$ cat config.mk
export PLATFORM = sky130hd
export DESIGN_NAME = looping_music_and_effect_voice_mixer_unit
export DESIGN_NICKNAME = d
export VERILOG_FILES = /design/src/mvm_pkg.sv /design/src/looping_music_and_effect_voice_mixer_unit.sv /design/src/mvm_pos_step.sv /design/src/mvm_voice_lane.sv /design/src/mvm_mix_out.sv
export SDC_FILE = /design/constraint.sdc
export NUM_CORES = 2
export LEC_CHECK = 0
export BUFFER_PORTS_ARGS = -buffer_cell sky130_fd_sc_hd__buf_2
export CAP_MARGIN = 10
export CORE_MARGIN = 3
export CORE_UTILIZATION = 50
export CTS_BUF_LIST = sky130_fd_sc_hd__clkbuf_2
export CTS_CLUSTER_SIZE = 8
export DETAILED_ROUTE_END_ITERATION = 10
export PLACE_DENSITY = 0.68
export SETUP_SLACK_MARGIN = 0.4
export SLEW_MARGIN = 20
export SYNTH_ARGS = -nofsm -noshare
export SYNTH_HDL_FRONTEND = slang
export SYNTH_SLANG_ARGS = --single-unit
export TNS_END_PERCENT = 20
$ cat constraint.sdc
create_clock -name clk -period 23 [get_ports clk]
set_input_delay 2.3 -clock clk [delete_from_list [all_inputs] [get_ports clk]]
set_output_delay 2.3 -clock clk [all_outputs]
set_load 0.1 [all_outputs]
$ cat src/mvm_pkg.sv
// ----------------------------------------------------------------------------
// mvm_pkg
// shared types and constants of the music and effect voice mixer
// ----------------------------------------------------------------------------
package mvm_pkg;

  localparam int unsigned MAX_VOICES    = 7;
  localparam int unsigned VOICES_DEF    = 7;
  localparam int unsigned POS_BITS_DEF  = 24;
  localparam int unsigned POS_OUT_W     = 24;
  localparam int unsigned LEN_W         = 25;
  localparam int unsigned COUNT_W       = 4;
  localparam int unsigned TERM_W        = 9;
  localparam int unsigned SUM_W         = 12;
  localparam int unsigned SAMPLE_W      = 16;
  localparam int unsigned GAIN_SHIFT    = 6;
  localparam int unsigned NUM_REGS      = MAX_VOICES + 1;
  localparam int unsigned REG_IDX_W     = 3;
  localparam int unsigned ADDR_W        = REG_IDX_W + 2;
  localparam int unsigned DATA_W        = 32;

  localparam logic [COUNT_W-1:0]       COUNT_MAX = 4'd15;
  localparam logic signed [TERM_W-1:0] CENTER    = 9'sd127;
  localparam logic [LEN_W-1:0]         LEN_RESET = 25'd1;

  // request kinds
  typedef enum logic {
    OP_TICK    = 1'b0,
    OP_TRIGGER = 1'b1
  } op_t;

  // what one voice lane reports for the tick in flight
  typedef struct packed {
    logic                     active;
    logic [POS_OUT_W-1:0]     pos;
    logic signed [TERM_W-1:0] term;
  } lane_res_t;

  // one finished result
  typedef struct packed {
    logic signed [SAMPLE_W-1:0]              sample;
    logic [MAX_VOICES-1:0]                   active;
    logic [POS_OUT_W-1:0]                    music_pos;
    logic [MAX_VOICES-1:0][POS_OUT_W-1:0]    effect_pos;
  } res_t;

endpackage

$ cat src/looping_music_and_effect_voice_mixer_unit.sv
// ----------------------------------------------------------------------------
// looping_music_and_effect_voice_mixer_unit
// looping music track plus one-shot effect voices mixed to a 16-bit sample
// ----------------------------------------------------------------------------
// a tick request's result is registered in the output or skid entry on accept
// throughput: one request per cycle while in_stall is low, held only by the
//   two-entry output register pair (in_stall only when both are full)
// trigger requests produce no result and take effect for the next request
// reset: positions and play counts go to zero, all lengths to one, no result
// ----------------------------------------------------------------------------
module looping_music_and_effect_voice_mixer_unit #(
  parameter int unsigned VOICES        = mvm_pkg::VOICES_DEF,
  parameter int unsigned POSITION_BITS = mvm_pkg::POS_BITS_DEF
) (
  input  logic                         clk,
  input  logic                         rst_n,
  // request channel
  input  logic                         in_valid,
  output logic                         in_stall,
  input  logic                         in_op,
  input  logic [2:0]                   in_voice_select,
  input  logic [3:0]                   in_plays_added,
  input  logic [7:0]                   in_music_byte,
  input  logic [7:0]                   in_effect_byte_0,
  input  logic [7:0]                   in_effect_byte_1,
  input  logic [7:0]                   in_effect_byte_2,
  input  logic [7:0]                   in_effect_byte_3,
  input  logic [7:0]                   in_effect_byte_4,
  input  logic [7:0]                   in_effect_byte_5,
  input  logic [7:0]                   in_effect_byte_6,
  // result channel
  output logic                         out_valid,
  input  logic                         out_stall,
  output logic signed [15:0]           out_mixed_sample,
  output logic [6:0]                   out_voices_active,
  output logic [23:0]                  out_music_position,
  output logic [23:0]                  out_effect_position_0,
  output logic [23:0]                  out_effect_position_1,
  output logic [23:0]                  out_effect_position_2,
  output logic [23:0]                  out_effect_position_3,
  output logic [23:0]                  out_effect_position_4,
  output logic [23:0]                  out_effect_position_5,
  output logic [23:0]                  out_effect_position_6,
  // register port
  input  logic                         psel,
  input  logic                         penable,
  input  logic                         pwrite,
  input  logic [mvm_pkg::ADDR_W-1:0]   paddr,
  input  logic [mvm_pkg::DATA_W-1:0]   pwdata,
  output logic [mvm_pkg::DATA_W-1:0]   prdata,
  output logic                         pready
);
  import mvm_pkg::*;

  // length registers: entry 0 is the music track, entries 1..7 the voices
  logic [LEN_W-1:0]         len_r [NUM_REGS];
  logic [REG_IDX_W-1:0]     reg_idx;
  logic                     reg_wr;

  logic                     in_acc;
  logic                     tick;
  logic                     trigger;
  logic [7:0]               effect_byte [MAX_VOICES];

  // music position, always advancing on a tick
  logic [POSITION_BITS-1:0] music_pos_r, music_pos_step;
  logic                     music_ended;
  logic signed [TERM_W-1:0] music_term;

  lane_res_t [MAX_VOICES-1:0] lane_res;
  res_t                       out_res;
  logic                       mix_full;

  // ---------------- register port ----------------
  assign pready  = 1'b1;
  assign reg_idx = paddr[ADDR_W-1:2];
  assign reg_wr  = psel && penable && pwrite;
  assign prdata  = DATA_W'(len_r[reg_idx]);

  always_ff @(posedge clk) begin
    if (!rst_n) begin
      for (int i = 0; i < NUM_REGS; i++) begin
        len_r[i] <= LEN_RESET;
      end
    end else if (reg_wr) begin
      len_r[reg_idx] <= pwdata[LEN_W-1:0];
    end
  end

  // ---------------- request decode ----------------
  // the skid entry being full is the only reason to hold off requests
  assign in_stall = mix_full;
  assign in_acc   = in_valid && !in_stall;
  assign tick     = in_acc && (in_op == OP_TICK);
  assign trigger  = in_acc && (in_op == OP_TRIGGER);

  assign effect_byte[0] = in_effect_byte_0;
  assign effect_byte[1] = in_effect_byte_1;
  assign effect_byte[2] = in_effect_byte_2;
  assign effect_byte[3] = in_effect_byte_3;
  assign effect_byte[4] = in_effect_byte_4;
  assign effect_byte[5] = in_effect_byte_5;
  assign effect_byte[6] = in_effect_byte_6;

  // ---------------- music track ----------------
  mvm_pos_step #(
    .POSITION_BITS(POSITION_BITS)
  ) u_music_step (
    .pos    (music_pos_r),
    .len    (len_r[0]),
    .pos_nxt(music_pos_step),
    .ended  (music_ended)
  );

  // the music loops forever, so the wrap flag only returns the position to zero
  always_ff @(posedge clk) begin
    if (!rst_n) begin
      music_pos_r <= '0;
    end else if (tick) begin
      music_pos_r <= music_ended ? '0 : music_pos_step;
    end
  end

  assign music_term = $signed({1'b0, in_music_byte}) - CENTER;

  // ---------------- effect voice lanes ----------------
  // voices beyond VOICES are not built: they read as idle at position zero,
  // and a trigger addressed to them matches no lane
  for (genvar v = 0; v < MAX_VOICES; v++) begin : g_lane
    if (v < VOICES) begin : g_on
      mvm_voice_lane #(
        .POSITION_BITS(POSITION_BITS)
      ) u_lane (
        .clk        (clk),
        .rst_n      (rst_n),
        .tick       (tick),
        .trig       (trigger && (in_voice_select == REG_IDX_W'(v))),
        .plays_added(in_plays_added),
        .len        (len_r[v+1]),
        .sample_byte(effect_byte[v]),
        .res        (lane_res[v])
      );
    end else begin : g_off
      assign lane_res[v] = '0;
    end
  end

  // ---------------- merge and output ----------------
  mvm_mix_out u_mix (
    .clk       (clk),
    .rst_n     (rst_n),
    .push      (tick),
    .music_term(music_term),
    .music_pos ((music_ended ? POS_OUT_W'(0) : POS_OUT_W'(music_pos_step))),
    .lanes     (lane_res),
    .out_stall (out_stall),
    .out_valid (out_valid),
    .out_res   (out_res),
    .full      (mix_full)
  );

  assign out_mixed_sample      = out_res.sample;
  assign out_voices_active     = out_res.active;
  assign out_music_position    = out_res.music_pos;
  assign out_effect_position_0 = out_res.effect_pos[0];
  assign out_effect_position_1 = out_res.effect_pos[1];
  assign out_effect_position_2 = out_res.effect_pos[2];
  assign out_effect_position_3 = out_res.effect_pos[3];
  assign out_effect_position_4 = out_res.effect_pos[4];
  assign out_effect_position_5 = out_res.effect_pos[5];
  assign out_effect_position_6 = out_res.effect_pos[6];

endmodule

$ cat src/mvm_pos_step.sv
// ----------------------------------------------------------------------------
// mvm_pos_step
// advances a byte position by one and wraps it at the track length
// ----------------------------------------------------------------------------
module mvm_pos_step #(
  parameter int unsigned POSITION_BITS = mvm_pkg::POS_BITS_DEF
) (
  input  logic [POSITION_BITS-1:0]  pos,
  input  logic [mvm_pkg::LEN_W-1:0] len,
  output logic [POSITION_BITS-1:0]  pos_nxt,
  output logic                      ended
);
  import mvm_pkg::*;

  localparam int unsigned CW = (POSITION_BITS + 1 > LEN_W) ? POSITION_BITS + 1 : LEN_W;

  logic [CW-1:0] inc;

  // a length of zero behaves like one: every byte is the last
  assign inc     = CW'(pos) + CW'(1);
  assign ended   = (inc >= CW'(len));
  assign pos_nxt = ended ? '0 : inc[POSITION_BITS-1:0];

endmodule

$ cat src/mvm_voice_lane.sv
// ----------------------------------------------------------------------------
// mvm_voice_lane
// one effect voice: play count, byte position and centered contribution
// ----------------------------------------------------------------------------
module mvm_voice_lane #(
  parameter int unsigned POSITION_BITS = mvm_pkg::POS_BITS_DEF
) (
  input  logic                        clk,
  input  logic                        rst_n,
  input  logic                        tick,
  input  logic                        trig,
  input  logic [mvm_pkg::COUNT_W-1:0] plays_added,
  input  logic [mvm_pkg::LEN_W-1:0]   len,
  input  logic [7:0]                  sample_byte,
  output mvm_pkg::lane_res_t          res
);
  import mvm_pkg::*;

  logic [COUNT_W-1:0]       count_r, count_nxt;
  logic [POSITION_BITS-1:0] pos_r, pos_nxt;
  logic [POSITION_BITS-1:0] step_pos;
  logic                     step_ended;
  logic [COUNT_W:0]         sat_sum;
  logic signed [TERM_W-1:0] term;

  mvm_pos_step #(
    .POSITION_BITS(POSITION_BITS)
  ) u_step (
    .pos    (pos_r),
    .len    (len),
    .pos_nxt(step_pos),
    .ended  (step_ended)
  );

  assign sat_sum = {1'b0, count_r} + {1'b0, plays_added};

  always_comb begin
    count_nxt = count_r;
    pos_nxt   = pos_r;
    term      = '0;
    if (trig) begin
      count_nxt = sat_sum[COUNT_W] ? COUNT_MAX : sat_sum[COUNT_W-1:0];
    end else if (tick && (count_r != '0)) begin
      term    = $signed({1'b0, sample_byte}) - CENTER;
      pos_nxt = step_pos;
      // end of a play: drop one play, position already back at zero
      if (step_ended) begin
        count_nxt = count_r - COUNT_W'(1);
      end
    end
  end

  always_ff @(posedge clk) begin
    if (!rst_n) begin
      count_r <= '0;
      pos_r   <= '0;
    end else begin
      count_r <= count_nxt;
      pos_r   <= pos_nxt;
    end
  end

  assign res.active = (count_nxt != '0);
  assign res.pos    = POS_OUT_W'(pos_nxt);
  assign res.term   = term;

  // an idle voice always sits at position zero
  a_idle_at_zero: assert property (@(posedge clk) disable iff (!rst_n)
    (count_r == '0) |-> (pos_r == '0))
    else $error("idle voice has nonzero position");

endmodule

$ cat src/mvm_mix_out.sv
// ----------------------------------------------------------------------------
// mvm_mix_out
// sums music and lane contributions and holds results in an output skid pair
// ----------------------------------------------------------------------------
module mvm_mix_out (
  input  logic                                        clk,
  input  logic                                        rst_n,
  input  logic                                        push,
  input  logic signed [mvm_pkg::TERM_W-1:0]           music_term,
  input  logic [mvm_pkg::POS_OUT_W-1:0]               music_pos,
  input  mvm_pkg::lane_res_t [mvm_pkg::MAX_VOICES-1:0] lanes,
  input  logic                                        out_stall,
  output logic                                        out_valid,
  output mvm_pkg::res_t                               out_res,
  output logic                                        full
);
  import mvm_pkg::*;

  logic signed [SUM_W-1:0] sum;
  res_t                    new_res;
  res_t                    out_res_r, skid_res_r;
  logic                    out_valid_r, skid_valid_r;
  logic                    pop;

  // sum times 64 wrapped to 16 bits keeps only the low ten bits of the sum
  always_comb begin
    sum = SUM_W'(music_term);
    for (int v = 0; v < MAX_VOICES; v++) begin
      sum = sum + SUM_W'(lanes[v].term);
    end
    new_res.sample    = {sum[SAMPLE_W-GAIN_SHIFT-1:0], GAIN_SHIFT'(0)};
    new_res.music_pos = music_pos;
    for (int v = 0; v < MAX_VOICES; v++) begin
      new_res.active[v]     = lanes[v].active;
      new_res.effect_pos[v] = lanes[v].pos;
    end
  end

  assign pop = out_valid_r && !out_stall;

  always_ff @(posedge clk) begin
    if (!rst_n) begin
      out_valid_r  <= 1'b0;
      skid_valid_r <= 1'b0;
    end else if (skid_valid_r) begin
      if (pop) begin
        skid_valid_r <= 1'b0;
      end
    end else if (push) begin
      if (out_valid_r && !pop) begin
        skid_valid_r <= 1'b1;
      end
      out_valid_r <= 1'b1;
    end else if (pop) begin
      out_valid_r <= 1'b0;
    end
  end

  always_ff @(posedge clk) begin
    if (skid_valid_r) begin
      if (pop) begin
        out_res_r <= skid_res_r;
      end
    end else if (push) begin
      if (out_valid_r && !pop) begin
        skid_res_r <= new_res;
      end else begin
        out_res_r <= new_res;
      end
    end
  end

  assign out_valid = out_valid_r;
  assign out_res   = out_res_r;
  assign full      = skid_valid_r;

  a_skid_behind_out: assert property (@(posedge clk) disable iff (!rst_n)
    skid_valid_r |-> out_valid_r)
    else $error("skid holds a result while output is empty");

  a_push_into_skid: assert property (@(posedge clk) disable iff (!rst_n)
    (push && out_valid_r && out_stall && !skid_valid_r) |=> skid_valid_r)
    else $error("result pushed behind a stalled output was lost");

endmodule

# Word-level counts from Yosys, hierarchy flattened
# Memories as Yosys holds them, arrays and structs flattened.
# Index checks and enable logic that the tools add are counted.
dict set report word_totals {
  regBits 646
  ram_bits 200
  in_bits 116
  output_inout_bits 250
  wordCells 219
  memories 1
}
dict set report op_classes {
  n_addsub 37
  magnitude_cmp 8
  n_eq_ne 8
  muxes 81
  bitwise_logic 2
  n_reduce_logical 45
}
# name depth width read_ports rd_ports_with_merged_regs wr line_no
set mem_list {}
lappend mem_list {len_r 8 25 9 0 8 looping_music_and_effect_voice_mixer_unit.sv:56} ;# logic [LEN_W-1:0] len_r [NUM_REGS];
# op n
set ops {}
lappend ops {{$mux 215} 4}
lappend ops {{$mux 24} 22}
lappend ops {{$add 24x1->25 const B} 8}
lappend ops {{$ge 25x25->1} 8}
lappend ops {{$mux 9} 14}
lappend ops {{$mux 4} 28}
lappend ops {{$sub 8x7->9 const B} 8}
lappend ops {{$add 10x9->10} 6}
lappend ops {{$reduce_bool 4->1} 14}
lappend ops {{$add 4x4->5} 7}
lappend ops {{$sub 4x1->4 const B} 7}
lappend ops {{$mux 25} 1}
lappend ops {{$reduce_or 25->1} 1}
lappend ops {{$logic_and 1x1->1} 21}
lappend ops {{$mux 1} 11}
lappend ops {{$add 9x9->10} 1}
lappend ops {{$eq 3x3->1 const B} 3}
lappend ops {{$eq 3x2->1 const B} 2}
lappend ops {{$reduce_and 3->1} 2}
lappend ops {{$reduce_bool 2->1} 2}
lappend ops {{$eq 3x1->1 const B} 1}
lappend ops {{$logic_not 1->1} 3}
lappend ops {{$logic_not 3->1} 1}
lappend ops {{$mux 3} 1}
lappend ops {{other kinds (4)} 5}

# Longest topological paths before layout
dict set report logic_depth {
  ltp_word 16
  depth_mapped 27
  mapped_depth_nobuf 24
}

# By module
# From an unflattened synthesis, not the netlist that was laid out.
dict set report hier_totals {
  cells_unflattened 4214
  hier_area_um2 49256.0
}
# mod instances cells_per_inst area_per_inst_um2 seq_area_each_um2
set modules_own_cells {}
lappend modules_own_cells {mvm_mix_out 1 880 16978.8 12592.1}
lappend modules_own_cells {mvm_voice_lane 7 150 1556.5 560.5}
lappend modules_own_cells {looping_music_and_effect_voice_mixer_unit 1 755 10377.5 6486.2}
lappend modules_own_cells {{mvm_pos_step at g_lane[1].g_on.u_lane.u_step ...} 7 193 1386.3 0.0}
lappend modules_own_cells {{mvm_pos_step at g_lane[0].g_on.u_lane.u_step} 1 178 1300.0 0.0}

# Worst setup path after synthesis
# OpenSTA, ideal clock, no wires.
dict set report synth_path {
  path_type {input to register}
  from {input in_op}
  to {register u_mix.out_res_r, in the netlist u_mix.out_res[0], enable pin}
  setup_time_ns 0.847
  arrival_time_ns 13.565
  required_time_ns 22.153
  slack_ns 8.588
  stages 8
  path_buffers 4
  cell_sequence {inv_1 -> and3_1 -> clkbuf_1 -> buf_2 -> buf_1 -> clkbuf_1 -> a21oi_1 -> a21oi_1}
}
dict set report synth_between {
  elab_chain_cells 4
}
# item line_no
set synth_rtl {}
lappend synth_rtl {{from (decl)} looping_music_and_effect_voice_mixer_unit.sv:20} ;# input logic in_op,
lappend synth_rtl {{$not 1->1} looping_music_and_effect_voice_mixer_unit.sv:94} ;# assign tick = in_acc && (in_op == OP_TICK);
lappend synth_rtl {{$logic_and 1x1->1} looping_music_and_effect_voice_mixer_unit.sv:94}
lappend synth_rtl {{$reduce_bool 2->1 (no source line)} n/a}
lappend synth_rtl {{$reduce_and 3->1 (no source line)} n/a}
lappend synth_rtl {{to (signal assigned)} mvm_mix_out.sv:62} ;# out_res_r <= skid_res_r;
lappend synth_rtl {{to (signal assigned)} mvm_mix_out.sv:68} ;# out_res_r <= new_res;
lappend synth_rtl {{to (decl)} mvm_mix_out.sv:21} ;# res_t out_res_r, skid_res_r;
# No other way between the ends.
# A chain may end at the register's enable or synchronous reset.

# Worst setup path in the final report
dict set report layout_path {
  from {input paddr[4] in the netlist's numbering}
  to {output prdata[13] in the netlist's numbering}
}
dict set report layout_between {
  elab_chain_cells 1
}
# item line_no
set layout_rtl {}
lappend layout_rtl {{from (decl)} looping_music_and_effect_voice_mixer_unit.sv:48} ;# input logic [mvm_pkg::ADDR_W-1:0] paddr,
lappend layout_rtl {{$mem_v2 8x25} n/a}
lappend layout_rtl {{to (decl)} looping_music_and_effect_voice_mixer_unit.sv:50} ;# output logic [mvm_pkg::DATA_W-1:0] prdata,
# No other way between the ends.

==> summary.txt <==
Timing
  – Min Tclk post-route: around 7200 ps
  – Setup Skew: 158 ps
  – Endpoints failing setup: 0
  – RSZ-0062 raised after global routing: no
  – Final slew viol count: 0
  – Slew Limit Headroom: 20.9%
  – Fin crit share: 31.3%
  – Final hold vios: 0
  – Slew @ Worst Pin: 1180 ps
  – Final worst slack: approximately 16000 ps
  – Setup TNS: 0 ps
  – Fmax: around 140 MHz

Synth
  – Sequential area share after synthesis: 49.6%
  – Mean cell area of the mapped netlist: 10.6 sq um
  – Largest cells by area after synthesis: edfxtp_1 (40%), dfxtp_1 (9.6%), ha_1 (7.0%)
  – Post-Syn Instances: around 4400
  – Cell taking the most area after synthesis: edfxtp_1
  – Synth unique cells: 94
  – Count leader, synth: edfxtp_1
  – Asr flop ratio synth: 0%
  – Yosys top cell area share: 40.0%
  – Mapped Area: 0.0464 sq mm
  – Ys Warns: 0
  – EDFF count, synth: about 620
  – Commonest cells in the netlist: edfxtp_1 (618), nand2_1 (373), inv_1 (358)
  – Yosys reg bits: 840
  – Most used DFF post-synth: edfxtp_1

Critical path
  – Kind of critical path: in2out
  – Setup crit start kind: input pin
  – Critical Path AT: around 4900 ps
  – Worst Path Max Fanout: 29
  – Critical Path Sink Type: primary output
  – Worst path required time: 20700 ps

Placed design
  – Post-placement cell count: 5802
  – Post-placement setup slack: 14540 ps
  – Routability cong.: 0.997
  – Dpl cell area: roughly 0.05 sq mm
  – HPWL Detailed: 97.2 mm
  – Port bufs: 342

Die
  – Die Wd: 311 microns
  – I/O Pins: 366
  – Die H: 311 microns
  – Die area: roughly 0.097 sq mm
  – Row Count: 111
  – Initial Utilization: around half
  – Core Box Area: 0.0918 sq mm

CTS
  – TritonCTS clock tree: done
  – CTS-repair resized insts: 0
  – Cts hold-fix bufs: 0
  – Post-CTS Setup Inserts: 0
  – Clock transition at path regs: 110 ps
  – CTS buffer count: between 200 and 250
  – Worst skew pair latency: 1510 ps
  – Sink Count: 840
  – Clock root cell: clkbuf_2
  – H-Tree Depth: 4
  – Max clock buf depth: 3

Drt
  – Detailed-route wire length: 133 mm
  – Routed Antenna Nets: 0
  – DRC viols: 0
  – DR vias: roughly 35000
  – Detailed Routing Iterations Pass 1: 9
  – Vias per Instance: 5.66
  – Post-DR wirelength/cell: 21.5 microns
  – DR iter-0 viols: 3442

Min path
  – Worst Hold Class: reg2reg

Global routing
  – Total grt overflow: 0
  – Initial antenna violation count: 30
  – Largest net degree at the start of global routing: 81
  – All-Layer GR Usage: between 20% and 30%
  – First-pass GRT wire length: 202 mm
  – Vias in the first global route: between 30000 and 40000

Layout
  – Final non-filler cell area: between 0.05 and 0.06 sq mm
  – Final Util: 56.1%
  – Finished Layout Cells: 6210
  – Area growth from synthesis to layout: 10.9%
  – Nets: 5210
  – Share of cells above drive strength 1: 19.9%

Run status
  – Run status: finished, final reports clean

Power and ir drop
  – Peak VDD IR: around 0.047 mV
  – Power per Cell Area: 62.7 mW/mm^2
  – P_leak: between 20 and 25 nW

Run
  – Maxcap violations: 0
==> power by group <==
group / switching, mW / total, mW / internal, mW
Sequential: 0.0331 / 1.70 / 1.66
Clock: 0.638 / 1.12 / 0.479
Combinational: 0.328 / 0.412 / 0.0845
==> critical path: stages <==
cell and delay [ps]:
buf_2 180, nand2_1 90, nor2_2 800, buf_4 420, a22oi_1 260, nand4_1 330, buf_2 490
==> metrics by stage <==
stage	hold slack, ps	power (mW)
after floorplan	471	2.02
after global placement	479	2.13
after detailed placement	486	2.14
after CTS	468	3.26
after global routing	465	3.36
final	496	3.23
==> state kept, by name, summed over array words and instances (netlist names) <==
name and count:
u_mix.full 1, g_lane.g_on.u_lane.pos_r 168, u_mix.out_res 209, u_mix.skid_res_r 209
len_r 200, u_mix.out_valid 1, music_pos_r 24, g_lane.g_on.u_lane.count_r 28
==> layout make-up <==
cell class / instances / area, sq um
tap: 1243 / 1560
antenna: 19 / 47.5
clock inverter: 72 / 571
clock buffer: 317 / 1590
timing repair buffer: 392 / 2090
sequential: 840 / 23000
multi-input combinational: 2968 / 21300
fill: 8029 / 40300
inverter: 359 / 1350
==> final timing paths <==
check	start	endpoint	slack, ps	cells past startpoint
min	u_mix.skid_res_r[80]	u_mix.out_res[80]	500	1
max	paddr[4]	prdata[13]	15810	7
min reg2reg	u_mix.skid_res_r[80]	u_mix.out_res[80]	500	1
max reg2reg	u_mix.full	u_mix.out_res[214]	16060	20
==> metal layers <==
layer | global-route usage [%] | vias up | routed length, microns
met5 | 0 | - | 143
met4 | 9.07 | 22 | 3720
met3 | 6.61 | 248 | 12100
met2 | 42.8 | 1435 | 61100
met1 | 36.7 | 16800 | 56300
li1 | - | 16600 | -
==> cells by family after synthesis <==
kind of cell               after synthesis  share of synthesized area, %
and+or+nand+nor                       1494                          17.0
DFF                                    840                          49.6
AOI/OAI and AO/OA                      711                          9.98
buffers and inverters                  577                          4.85
adders and majority gates              319                          9.54
xor gates and xnor gates               255                          4.81
muxes                                  175                          4.27
other                                    2                        0.0162
==> cells in the final DEF (no fill, tap or decap), types with 50 or more instances in the layout <==
cell type	count
a21oi_1	114
a22oi_1	103
and2_1	182
and3_1	250
buf_2	341
buf_4	50
clkbuf_2	317
dfxtp_1	221
edfxtp_1	618
fa_1	58
ha_1	261
inv_1	357
mux2_2	169
nand2_1	373
nand3_1	147
nand4_1	94
nor2_1	200
o21ai_0	212
o31ai_1	51
xnor2_1	162
xor2_1	93
No activity file was read; power rests on OpenSTA's default activity.
